## src/sv/ssr_pkg.sv

```systemverilog
`timescale 1ns / 1ps
// Shared types and constants for the streaming substring replacer.
// No dependencies; imported by every module of the block.
package ssr_pkg;

   localparam int MAX_PATTERN     = 8;
   localparam int MAX_REPLACEMENT = 8;
   localparam int BYTE_W          = 8;
   localparam int WORD_W          = MAX_PATTERN * BYTE_W;
   localparam int LEN_W           = 4;
   localparam int FILL_W          = 3;
   localparam int QUEUE_DEPTH     = 4;
   localparam int QPTR_W          = 2;
   localparam int QCNT_W          = 3;

   typedef enum logic [1:0] {
      CSR_PATTERN_BYTES      = 2'd0,
      CSR_PATTERN_LENGTH     = 2'd1,
      CSR_REPLACEMENT_BYTES  = 2'd2,
      CSR_REPLACEMENT_LENGTH = 2'd3
   } csr_index_type;

   typedef struct packed {
      logic [WORD_W-1:0] pattern_bytes;
      logic [LEN_W-1:0]  pattern_len;
      logic [WORD_W-1:0] repl_bytes;
      logic [LEN_W-1:0]  repl_len;
   } cfg_type;

   typedef struct packed {
      logic [WORD_W-1:0] data;
      logic [LEN_W-1:0]  count;
      logic              last;
   } cmd_type;

   typedef struct packed {
      logic    valid;
      logic    full;
      cmd_type head;
   } queue_status_type;

endpackage

```

## src/sv/ssr_front.sv

```systemverilog
`timescale 1ns / 1ps
// Front end: accepts bytes, keeps the match window, emits at most one command a beat.
// Depends on ssr_pkg.
module ssr_front (
   input  logic              clock,
   input  logic              reset,
   input  logic              req_valid,
   output logic              req_ready,
   input  logic [7:0]        req_in_byte,
   input  logic              req_in_last,
   input  ssr_pkg::cfg_type  cfg,
   input  logic              win_clear,
   input  logic              q_full,
   output logic              push,
   output ssr_pkg::cmd_type  push_cmd
);
   import ssr_pkg::*;

   logic [BYTE_W-1:0] win_ff [MAX_PATTERN];
   logic [BYTE_W-1:0] win_in [MAX_PATTERN];
   logic [BYTE_W-1:0] win_new [MAX_PATTERN];
   logic [FILL_W-1:0] fill_ff;
   logic [FILL_W-1:0] fill_in;
   logic [LEN_W-1:0]  new_fill;
   logic              accept;
   logic              full;
   logic              match;
   logic [WORD_W-1:0] win_word;

   assign req_ready = !q_full;
   assign accept    = req_valid && req_ready;
   assign new_fill  = {1'b0, fill_ff} + LEN_W'(1);
   assign full      = (new_fill == cfg.pattern_len);

   always_comb begin
      win_new = win_ff;
      win_new[fill_ff] = req_in_byte;
      match = 1'b1;
      for (int k = 0; k < MAX_PATTERN; k++) begin
         win_word[k*BYTE_W +: BYTE_W] = win_new[k];
         if ((LEN_W'(k) < cfg.pattern_len) &&
             (win_new[k] != cfg.pattern_bytes[k*BYTE_W +: BYTE_W])) begin
            match = 1'b0;
         end
      end
   end

   always_comb begin
      push_cmd.last = req_in_last;
      push_cmd.data = win_word;
      win_in        = win_new;
      fill_in       = fill_ff;
      if (full && match) begin
         push_cmd.data  = cfg.repl_bytes;
         push_cmd.count = cfg.repl_len;
         fill_in        = '0;
      end else if (full) begin
         push_cmd.count = req_in_last ? new_fill : LEN_W'(1);
         for (int k = 0; k < MAX_PATTERN - 1; k++) begin
            win_in[k] = win_new[k+1];
         end
         fill_in = FILL_W'(cfg.pattern_len - LEN_W'(1));
      end else begin
         push_cmd.count = req_in_last ? new_fill : '0;
         fill_in        = new_fill[FILL_W-1:0];
      end
      if (req_in_last) begin
         fill_in = '0;
      end
      push = accept && ((push_cmd.count != '0) || req_in_last);
   end

   always_ff @(posedge clock) begin
      if (reset) begin
         fill_ff <= '0;
      end else if (win_clear) begin
         fill_ff <= '0;
      end else if (accept) begin
         fill_ff <= fill_in;
      end
   end

   always_ff @(posedge clock) begin
      if (accept) begin
         win_ff <= win_in;
      end
   end

endmodule

```

## src/sv/ssr_queue.sv

```systemverilog
`timescale 1ns / 1ps
// Short command queue between front and back end.
// Depends on ssr_pkg.
module ssr_queue (
   input  logic                      clock,
   input  logic                      reset,
   input  logic                      push,
   input  ssr_pkg::cmd_type          push_cmd,
   input  logic                      pop,
   output ssr_pkg::queue_status_type status
);
   import ssr_pkg::*;

   cmd_type           slot_ff [QUEUE_DEPTH];
   logic [QPTR_W-1:0] wr_ptr_ff;
   logic [QPTR_W-1:0] wr_ptr_in;
   logic [QPTR_W-1:0] rd_ptr_ff;
   logic [QPTR_W-1:0] rd_ptr_in;
   logic [QCNT_W-1:0] count_ff;
   logic [QCNT_W-1:0] count_in;
   logic              do_pop;

   assign do_pop       = pop && (count_ff != '0);
   assign status.valid = (count_ff != '0);
   assign status.full  = (count_ff == QCNT_W'(QUEUE_DEPTH));
   assign status.head  = slot_ff[rd_ptr_ff];

   always_comb begin
      wr_ptr_in = push ? wr_ptr_ff + QPTR_W'(1) : wr_ptr_ff;
      rd_ptr_in = do_pop ? rd_ptr_ff + QPTR_W'(1) : rd_ptr_ff;
      count_in  = count_ff + QCNT_W'(push) - QCNT_W'(do_pop);
   end

   always_ff @(posedge clock) begin
      if (reset) begin
         wr_ptr_ff <= '0;
         rd_ptr_ff <= '0;
         count_ff  <= '0;
      end else begin
         wr_ptr_ff <= wr_ptr_in;
         rd_ptr_ff <= rd_ptr_in;
         count_ff  <= count_in;
      end
   end

   always_ff @(posedge clock) begin
      if (push) begin
         slot_ff[wr_ptr_ff] <= push_cmd;
      end
   end

endmodule

```

## src/sv/ssr_back.sv

```systemverilog
`timescale 1ns / 1ps
// Back end: expands queued commands into result beats through an output register.
// Depends on ssr_pkg.
module ssr_back (
   input  logic                      clock,
   input  logic                      reset,
   input  ssr_pkg::queue_status_type q_status,
   output logic                      pop,
   output logic                      rsp_valid,
   input  logic                      rsp_ready,
   output logic [7:0]                rsp_out_byte,
   output logic                      rsp_byte_valid,
   output logic                      rsp_out_last
);
   import ssr_pkg::*;

   logic [FILL_W-1:0] idx_ff;
   logic [FILL_W-1:0] idx_in;
   logic              rsp_valid_ff;
   logic              rsp_valid_in;
   logic [BYTE_W-1:0] rsp_byte_ff;
   logic [BYTE_W-1:0] rsp_byte_in;
   logic              rsp_bvalid_ff;
   logic              rsp_bvalid_in;
   logic              rsp_last_ff;
   logic              rsp_last_in;
   logic              out_free;
   logic              fire;
   logic              step_last;

   assign out_free  = !rsp_valid_ff || rsp_ready;
   assign fire      = q_status.valid && out_free;
   assign step_last = (q_status.head.count == '0) ||
                      ({1'b0, idx_ff} == q_status.head.count - LEN_W'(1));
   assign pop       = fire && step_last;

   always_comb begin
      rsp_valid_in  = out_free ? q_status.valid : rsp_valid_ff;
      rsp_byte_in   = q_status.head.data[{idx_ff, 3'b000} +: BYTE_W];
      rsp_bvalid_in = (q_status.head.count != '0);
      rsp_last_in   = q_status.head.last && step_last;
      if (!rsp_bvalid_in) begin
         rsp_byte_in = '0;
      end
      idx_in = idx_ff;
      if (fire) begin
         idx_in = step_last ? '0 : idx_ff + FILL_W'(1);
      end
   end

   always_ff @(posedge clock) begin
      if (reset) begin
         rsp_valid_ff <= 1'b0;
         idx_ff       <= '0;
      end else begin
         rsp_valid_ff <= rsp_valid_in;
         idx_ff       <= idx_in;
      end
   end

   always_ff @(posedge clock) begin
      if (fire) begin
         rsp_byte_ff   <= rsp_byte_in;
         rsp_bvalid_ff <= rsp_bvalid_in;
         rsp_last_ff   <= rsp_last_in;
      end
   end

   assign rsp_valid      = rsp_valid_ff;
   assign rsp_out_byte   = rsp_byte_ff;
   assign rsp_byte_valid = rsp_bvalid_ff;
   assign rsp_out_last   = rsp_last_ff;

endmodule

```

## src/sv/stream_substring_replace.sv

```systemverilog
`timescale 1ns / 1ps
// Streaming substring replacer, top level: control registers, front, queue, back.
// Depends on ssr_pkg, ssr_front, ssr_queue, ssr_back.
//
// Usage:
//   req_*  : source text, one byte per beat, req_in_last on the final byte.
//   rsp_*  : edited text, one byte per beat; rsp_byte_valid low marks a bare
//            end beat, rsp_out_last marks the final beat of a text.
//   csr_*  : write-only registers (pattern, pattern length, replacement,
//            replacement length); write only while the block is idle.
//            Writing the pattern length drops any bytes held in the window.
//   Throughput: one source byte per cycle while req_ready is high. Each
//   matched pattern costs replacement-length result beats, and a final byte
//   costs as many beats as bytes it flushes; a four-entry command queue
//   absorbs this. Source beats pass the queue, then the result register.
//   Receiver stall: the result register holds; the queue fills and req_ready
//   drops once it is full.
//   Reset: synchronous; empties window and queue, pattern length back to one,
//   the other control registers to zero.
module stream_substring_replace (
   input  logic                   clock,
   input  logic                   reset,
   input  logic                   req_valid,
   output logic                   req_ready,
   input  logic [7:0]             req_in_byte,
   input  logic                   req_in_last,
   output logic                   rsp_valid,
   input  logic                   rsp_ready,
   output logic [7:0]             rsp_out_byte,
   output logic                   rsp_byte_valid,
   output logic                   rsp_out_last,
   input  logic                   csr_we,
   input  ssr_pkg::csr_index_type csr_index,
   input  logic [63:0]            csr_wdata
);
   import ssr_pkg::*;

   logic [WORD_W-1:0] pat_bytes_ff;
   logic [LEN_W-1:0]  pat_len_ff;
   logic [WORD_W-1:0] rep_bytes_ff;
   logic [LEN_W-1:0]  rep_len_ff;
   cfg_type           cfg;
   logic              win_clear;
   logic              push;
   cmd_type           push_cmd;
   logic              pop;
   queue_status_type  q_status;

   assign win_clear = csr_we && (csr_index == CSR_PATTERN_LENGTH);

   always_ff @(posedge clock) begin
      if (reset) begin
         pat_bytes_ff <= '0;
         pat_len_ff   <= LEN_W'(1);
         rep_bytes_ff <= '0;
         rep_len_ff   <= '0;
      end else if (csr_we) begin
         unique case (csr_index)
            CSR_PATTERN_BYTES:      pat_bytes_ff <= csr_wdata;
            CSR_PATTERN_LENGTH:     pat_len_ff   <= csr_wdata[LEN_W-1:0];
            CSR_REPLACEMENT_BYTES:  rep_bytes_ff <= csr_wdata;
            CSR_REPLACEMENT_LENGTH: rep_len_ff   <= csr_wdata[LEN_W-1:0];
         endcase
      end
   end

   always_comb begin
      cfg.pattern_bytes = pat_bytes_ff;
      cfg.repl_bytes    = rep_bytes_ff;
      cfg.pattern_len   = pat_len_ff;
      if (pat_len_ff == '0) begin
         cfg.pattern_len = LEN_W'(1);
      end else if (pat_len_ff > LEN_W'(MAX_PATTERN)) begin
         cfg.pattern_len = LEN_W'(MAX_PATTERN);
      end
      cfg.repl_len = rep_len_ff;
      if (rep_len_ff > LEN_W'(MAX_REPLACEMENT)) begin
         cfg.repl_len = LEN_W'(MAX_REPLACEMENT);
      end
   end

   ssr_front u_front (
      .clock       (clock),
      .reset       (reset),
      .req_valid   (req_valid),
      .req_ready   (req_ready),
      .req_in_byte (req_in_byte),
      .req_in_last (req_in_last),
      .cfg         (cfg),
      .win_clear   (win_clear),
      .q_full      (q_status.full),
      .push        (push),
      .push_cmd    (push_cmd)
   );

   ssr_queue u_queue (
      .clock    (clock),
      .reset    (reset),
      .push     (push),
      .push_cmd (push_cmd),
      .pop      (pop),
      .status   (q_status)
   );

   ssr_back u_back (
      .clock          (clock),
      .reset          (reset),
      .q_status       (q_status),
      .pop            (pop),
      .rsp_valid      (rsp_valid),
      .rsp_ready      (rsp_ready),
      .rsp_out_byte   (rsp_out_byte),
      .rsp_byte_valid (rsp_byte_valid),
      .rsp_out_last   (rsp_out_last)
   );

`ifndef SYNTHESIS
   a_last_queued: assert property (@(posedge clock) disable iff (reset)
      (req_valid && req_ready && req_in_last) |=> q_status.valid)
      else $error("final source beat left no queued command");

   a_empty_cmd_is_last: assert property (@(posedge clock) disable iff (reset)
      q_status.valid |-> ((q_status.head.count != '0) || q_status.head.last))
      else $error("queued command with no bytes and no end mark");

   a_cmd_count_range: assert property (@(posedge clock) disable iff (reset)
      q_status.valid |-> (q_status.head.count <= LEN_W'(MAX_PATTERN)))
      else $error("queued command byte count out of range");

   a_bare_beat_last: assert property (@(posedge clock) disable iff (reset)
      (rsp_valid && !rsp_byte_valid) |-> rsp_out_last)
      else $error("bare result beat without end mark");
`endif

endmodule
```

## config.mk

```make
export PLATFORM = sky130hd
export DESIGN_NAME = stream_substring_replace
export DESIGN_NICKNAME = d
export VERILOG_FILES = /design/src/sv/ssr_pkg.sv /design/src/sv/ssr_front.sv /design/src/sv/ssr_queue.sv /design/src/sv/ssr_back.sv /design/src/sv/stream_substring_replace.sv
export SDC_FILE = /design/constraint.sdc
export NUM_CORES = 1
export LEC_CHECK = 0
export ABC_AREA = 1
export CORE_UTILIZATION = 60
export DETAILED_ROUTE_END_ITERATION = 8
export DONT_BUFFER_PORTS = 1
export GPL_TIMING_DRIVEN = 0
export PLACE_DENSITY = 0.74
export SYNTH_ARGS = -nofsm -noshare
export SYNTH_HDL_FRONTEND = slang
export SYNTH_HIERARCHICAL = 1
export SYNTH_SLANG_ARGS = --single-unit
```

## constraint.sdc

```tcl
create_clock -name clock -period 14.25 [get_ports clock]
set_input_delay 2.85 -clock clock [delete_from_list [all_inputs] [get_ports clock]]
set_output_delay 2.85 -clock clock [all_outputs]
set_load 0.02 [all_outputs]
```

==> impl_metrics.toml, run 1 <==
[timing]
fmax_mhz = 153
relSlewSlack_pct = 34.4
drv_slew = 0
min_period_ps = 6550
setup_viol = 0
fin_skew_ps = 12.2
hold_viol_final = 0
rsz0062_at_grt = "false"
period_share_pct = 45.9
final.setup.tns_ps = 0
worst_pin_slew_ps = 984

[synthesis]
ys_types = 40
ys_seq_area_share_pct = 56.0
avgSynthCellArea_um2 = 8.55
netlist_top_cells_count = "673 x nand2_1, 464 x nor2_1, 350 x edfxtp_1"
ys_async_sr_fraction_pct = 0
synth_top_area_share_pct = 43.4
post-synth-top-count-cell = "nand2_1"
netlist_instances = 2831
syn_area_um2 = 24200
ys_ff_latch = 502
ys.flop_type = "edfxtp_1"
synth_edf_count = 350
yosys_warnings = 6
synth_nets = 2923
synth_area_leaders = "edfxtp_1 43%, dfxtp_1 13%, nand2_1 10%"
synth_top_area_cell = "edfxtp_1"

[routing]
avgRoutedWirePerCell_um = 20.6
first_iter_violations = 2780
vias = 20100
viasPerCell = 5.83
ant_nets = 0
wirelength_um = 71200
post-route-drc-count = 0
dr.pass1.iters = 6

[cts]
cts_tree = "done"
cts_buffer_depth = 3
cts_max_level = 2
clk_pin_slew_ps = 60
post_cts_buffers = 0
clk_latency_ps = 600
clock-sinks = 502
postCtsHoldBufs = 0
cts_resized = 0
cts-root-buf = "clkbuf_16"
cts_made_buffers = 50

[setup_path]
critPathSlowestCell = "o21ai_0"
rr_startpoint = "u_front/fill_ff[2]"
critical_path_class = "input port to flop"
arrival_ps = 6830
worstPathRequired_ps = 14530
cp-start-kind = "input port"
worstSetupEndpointType = "flop"
cp_cell_sequence = "buf_2 > inv_1 > o21ai_0 > xnor2_1 > nand2_1 > nor2_1 > nand2_1 > nand2_1 > nand2_1 > nor2_4 > nand2_2 > buf_2 > nand2_1 > nand2_1 > nand2_1 > nor2_1 > nor2_1 > nand2_1 > inv_4 > buf_16"
crit_top_cell = "nand2_1"
crit_family = "simple AND/OR/NAND/NOR gates"
critPathMaxStageDelay_ps = 470
critPathLaunch = "req_in_byte[1]"
crit_fanout = 41
path_buf_inv = 5

[power_and_ir_drop]
power_density_nw_per_um2 = 175
max-vdd-ir-drop_mv = 0.101
static-leakage-power_uw = 0.0113

[cells_and_area]
syn_to_final_growth_pct = 9.85
drive_gt1_share_pct = 9.09
fin_area_um2 = 26600
fillers = 3263
diodes = 0
final_nets = 2979

[global_routing]
grt_max_degree = 66
grt_pass1_wl_um = 106000
grt_pass1_vias = 18600
antenna_found_initial = 0
grt_usage_pct = 34.5
grt_overflow_total = 0

[run]
cap_violations = 0

[run_status]
outcome = "finished, final reports clean"

[placed_design]
dpl.hpwl_um = 50800
place_area_um2 = 25000
port_buffers = 0
gp_congestion = 0.981

[floorplanning]
die_x_um = 203
coreArea_um2 = 39700
boundaryPins = 92
die_area_um2 = 41200
fp.dieH_um = 203
start_util_pct = 60.9
placementRows = 73

[worst_hold_path]
hold_start = "u_queue/rd_ptr_ff[0]"
hold_class = "flop to flop"
==> routing by layer <==
layer  routed length [um]  up-vias  track usage, %  part of all wire (%)
met3                 6830      190            4.51                   9.6
met5                    0        -               0                     0
met4                 3320        0            16.6                   4.7
met2                32800     1138            54.9                    46
li1                     -     9405               -                     -
met1                28300     9377            47.0                    40
==> cells by family after synthesis <==
kind of cell	share of synthesized area, %
buf+inv	9.33
simple gates	22.8
xor+xnor	0.434
fa+ha+maj	0.651
compound gates	10.8
flops	56.0
==> flip-flops by register name (all words and copies together), names as in the netlist, 4 cells and up, named ones only <==
| name | count |
|---|---|
| u_queue/slot_ff | 276 |
| pat_bytes_ff | 64 |
| rep_bytes_ff | 64 |
| u_front/win_ff | 64 |
| u_back/rsp_out_byte | 8 |
| pat_len_ff | 4 |
| rep_len_ff | 4 |
==> per-stage QoR <==
step                power, uW  std cells  hold slack (ps)  utilization, %  worst slack (ps)
finish                   4660       3452              490            66.9              7700
detailed placement       3320       3360              477            62.9              7180
CTS                      4620       3452              491            66.9              7800
global placement         3280       3356              452            62.6              5610
floorplan                2890       2831              429               -              7710
global route             4840       3452              527            66.9              7610
==> worst register-to-register path: cells and delay by family (launching register included) <==
family,cells,cell delay [ps]
buffers and inverters,5,1320
AO/OA/AOI/OAI,1,300
AND/OR/NAND/NOR,17,2450
flip-flops,1,300
==> cells in the final DEF, fill, tap and decap left out, types with 36 or more instances in the layout <==
cell       netlist  routed
buf_2           56      56
o22ai_1         85      85
o21ai_1        101     101
clkbuf_1        28      38
buf_6           36      36
dfxtp_1        152     152
inv_1          290     285
o21ai_0        173     173
nor2_1         464     464
nand3_1        154     154
a21oi_1         81      81
nand2_1        673     673
edfxtp_1       350     350
clkbuf_16        0      50
==> cell type report <==
class	count	area, um2	share of cell area [%]
clock buffers	65	1360	5.10
repair buffers	4	103	0.386
multi-input cells	1859	8400	31.6
flip-flops and latches	502	13600	51.0
inverters	305	1170	4.39
plain buffers	165	1100	4.15
clock inverters	27	254	0.955
well taps	525	657	2.47
==> where the power goes <==
part	switching, uW	internal [uW]
Sequential	95.0	1930
Clock	563	746
Combinational	944	375
Total	1600	3060
==> path summary, 6_finish.rpt <==
kind	depth (start not counted)	slack (ps)	end
max reg2reg	23	9540	u_queue/slot_ff[0][41]
min	2	490	u_queue/rd_ptr_ff[0]
min reg2reg	2	490	u_queue/rd_ptr_ff[0]
max	20	7700	u_queue/slot_ff[0][41]
Note: power is estimated with default switching activity, not from simulation.
==> inputs of run 2 (changes only) <==
Settings changed: ABC_AREA 1 to 0, CORE_UTILIZATION 60 to 58.
Clock period 14.25 ns to 5.6 ns, I/O delays scaled along.
==> impl_metrics.toml, run 2 <==
[routing]
vias = 17000
wirelength_um = 74400
first_iter_violations = 1999
dr.pass1.iters = 6
ant_nets = 0
viasPerCell = 6.43
avgRoutedWirePerCell_um = 28.2
post-route-drc-count = 0

[power_and_ir_drop]
power_switching_uw = 3360
pwr-share-comb_pct = 22.7
intPower_uw = 7740
max-vdd-ir-drop_mv = 0.274
clkPwrFrac_pct = 32.1
seq_power_share_pct = 45.2
swShare_pct = 30.2
static-leakage-power_uw = 0.00966
power_density_nw_per_um2 = 404

[run_status]
outcome = "finished, final reports clean"

[global_routing]
grt_pass1_vias = 16800
grt_overflow_total = 0
grt_pass1_wl_um = 109000
grt_usage_pct = 34.3
antenna_found_initial = 3
grt_max_degree = 59

[cts]
cts_max_level = 2
clk_pin_slew_ps = 60
cts-root-buf = "clkbuf_16"
clk_latency_ps = 620
cts_tree = "done"
cts_made_buffers = 51
clock-sinks = 502
postCtsHoldBufs = 0
cts_buffer_depth = 3

[timing]
fmax_mhz = 182
setup_viol = 0
drv_slew = 0
hold_viol_final = 0
period_share_pct = 98.2
min_period_ps = 5500
relSlewSlack_pct = 20.4
worst_pin_slew_ps = 1190
holdWs_ps = 474
fin_skew_ps = 25.4
layout_setup_ws_ps = 102
rsz0062_at_grt = "false"

[setup_path]
cp_cell_sequence = "clkdlybuf4s15_1 > clkinv_2 > a2111o_1 > o21ai_1 > o2111ai_1 > or3_1 > nor4_1 > a21oi_1 > nor2_1 > buf_2 > buf_4 > mux2i_1"
critPathSlowestCell = "clkdlybuf4s15_1"
path_buf_inv = 4
reg2reg_depth = 12
crit_family = "buffers and inverters"
crit_fanout = 10
arrival_ps = 5810
critical_path_class = "input port to flop"
r2r_end = "u_queue/slot_ff[3][37]"
critPathMaxStageDelay_ps = 670
rr_startpoint = "u_front/fill_ff[0]"
worstPathRequired_ps = 5910
ff2ff_setup_slack_ps = 240
worstSetupEndpointType = "flop"
cp-start-kind = "input port"

[cells_and_area]
final_nets = 2144
fin_area_um2 = 27500
top_register = "u_queue/slot_ff"
seq_area_um2 = 13600
layout_commonest_cell = "edfxtp_1"
largest_reg_flops = 276
syn_to_final_growth_pct = 10.8
final_cell_mix = "350 x edfxtp_1, 203 x nand2b_1, 187 x mux2i_1"
multi_input_area_um2 = 10200
drive_gt1_share_pct = 14.3
final_util_pct = 65.4
fillers = 3133

[placed_design]
gp_congestion = 0.983
port_buffers = 0
dpl.hpwl_um = 52700
post-place-ws_ps = -1370
place_area_um2 = 25700

[synthesis]
ys_ff_latch = 502
synth_area_leaders = "edfxtp_1 42%, dfxtp_1 12%, mux2i_1 7.7%"
ys_async_sr_fraction_pct = 0
syn_area_um2 = 24800
ys_types = 79
netlist_top_cells_count = "350 x edfxtp_1, 203 x nand2b_1, 192 x mux2i_1"
synth_edf_count = 350
synth_top_area_cell = "edfxtp_1"
post-synth-top-count-cell = "edfxtp_1"
ys.flop_type = "edfxtp_1"
yosys_warnings = 6
synth_nets = 2083
netlist_instances = 1991
avgSynthCellArea_um2 = 12.5
ys_seq_area_share_pct = 54.6
synth_top_area_share_pct = 42.4

[worst_hold_path]
min_path_cells = 2
hold_start = "pat_bytes_ff[36]"
worstHoldEndpoint = "pat_bytes_ff[36]"
hold_class = "flop to flop"

[floorplanning]
coreArea_um2 = 42000
start_util_pct = 59.0
die_area_um2 = 43600
placementRows = 75
boundaryPins = 92
die_x_um = 209
fp.dieH_um = 209

[run]
cap_violations = 0
-- run 2: cell types whose count changed after synthesis, sizes merged, moves of 192 or more --
cell / change
inv: -208
nor2: -384
mux2i: +192
nand2b: +203
nand2: -589
o21ai: -228
-- run 2: worst min-delay path, cell delays in order (launching register included) --
cell	delay (ps)
dfxtp_1	310
nand2b_1	60
mux2i_1	60
-- run 2: kinds of logic after synthesis --
group                    Yosys count  share of synthesized area (%)
buffers and inverters            244                           4.40
AND/OR/NAND/NOR                  572                           13.1
AO/OA/AOI/OAI                    288                           7.74
XOR/XNOR                          63                           2.28
multiplexers                     310                           17.2
flip-flops                       502                           54.6
adder cells (fa/ha/maj)           12                          0.635
-- run 2: repair_timing --
action / CTS / global route
endpoints found under the hold margin: 0 / 0
cloned: 0 / 1
setup endpoints to repair: 287 / 245
resized for setup: 4 / 17
pin swaps: 0 / 1
setup buffers: 0 / 1
-- run 2: worst max path at each step --
stage | from | end | slack (ps) | cells past startpoint
floorplan | req_valid | u_queue/slot_ff[1][0] | 700 | 3
global placement | req_in_byte[7] | u_queue/slot_ff[1][11] | -2150 | 11
detailed placement | req_in_byte[7] | u_queue/slot_ff[3][47] | -1370 | 12
CTS | req_in_byte[3] | u_queue/slot_ff[3][63] | 20 | 12
global route | req_in_byte[6] | u_queue/slot_ff[3][37] | 20 | 12
finish | req_in_byte[6] | u_queue/slot_ff[3][37] | 100 | 12
-- run 2: per-layer routing --
layer	global-route usage, %	wire (um)	vias to the layer above
met3	6.22	6000	208
met2	54.6	34400	881
met5	0	11	-
met1	47.0	30700	8389
li1	-	-	7483
met4	13.6	3280	2
-- run 2: layout make-up --
| class | count | area share [%] |
|---|---|---|
| antenna | 3 | 0.0273 |
| buffer | 145 | 2.66 |
| clock buffer | 74 | 5.49 |
| clock inverter | 22 | 0.929 |
| inverter | 99 | 1.38 |
| multi-input combinational | 1246 | 37.2 |
| sequential | 502 | 49.3 |
| tap | 539 | 2.45 |
| timing repair buffer | 7 | 0.574 |
-- run 2: power by group through the flow --
stage,Combinational [uW],Sequential (uW),Clock (uW)
2_1_floorplan,1640,4960,0
3_3_place_gp,2340,5060,0
3_5_place_dp,2440,5070,0
4_1_cts,2460,5010,3580
5_1_grt,2660,5050,3720
6_report,2520,5020,3560
-- run 2: per-stage QoR --
| stage | power, uW | cells | setup TNS, ps |
|---|---|---|---|
| 2_1_floorplan | 6600 | 1991 | 0 |
| 3_3_place_gp | 7400 | 2530 | -636360 |
| 3_5_place_dp | 7510 | 2536 | -395540 |
| 4_1_cts | 11100 | 2632 | 0 |
| 5_1_grt | 11400 | 2635 | 0 |
| 6_report | 11100 | 2637 | 0 |
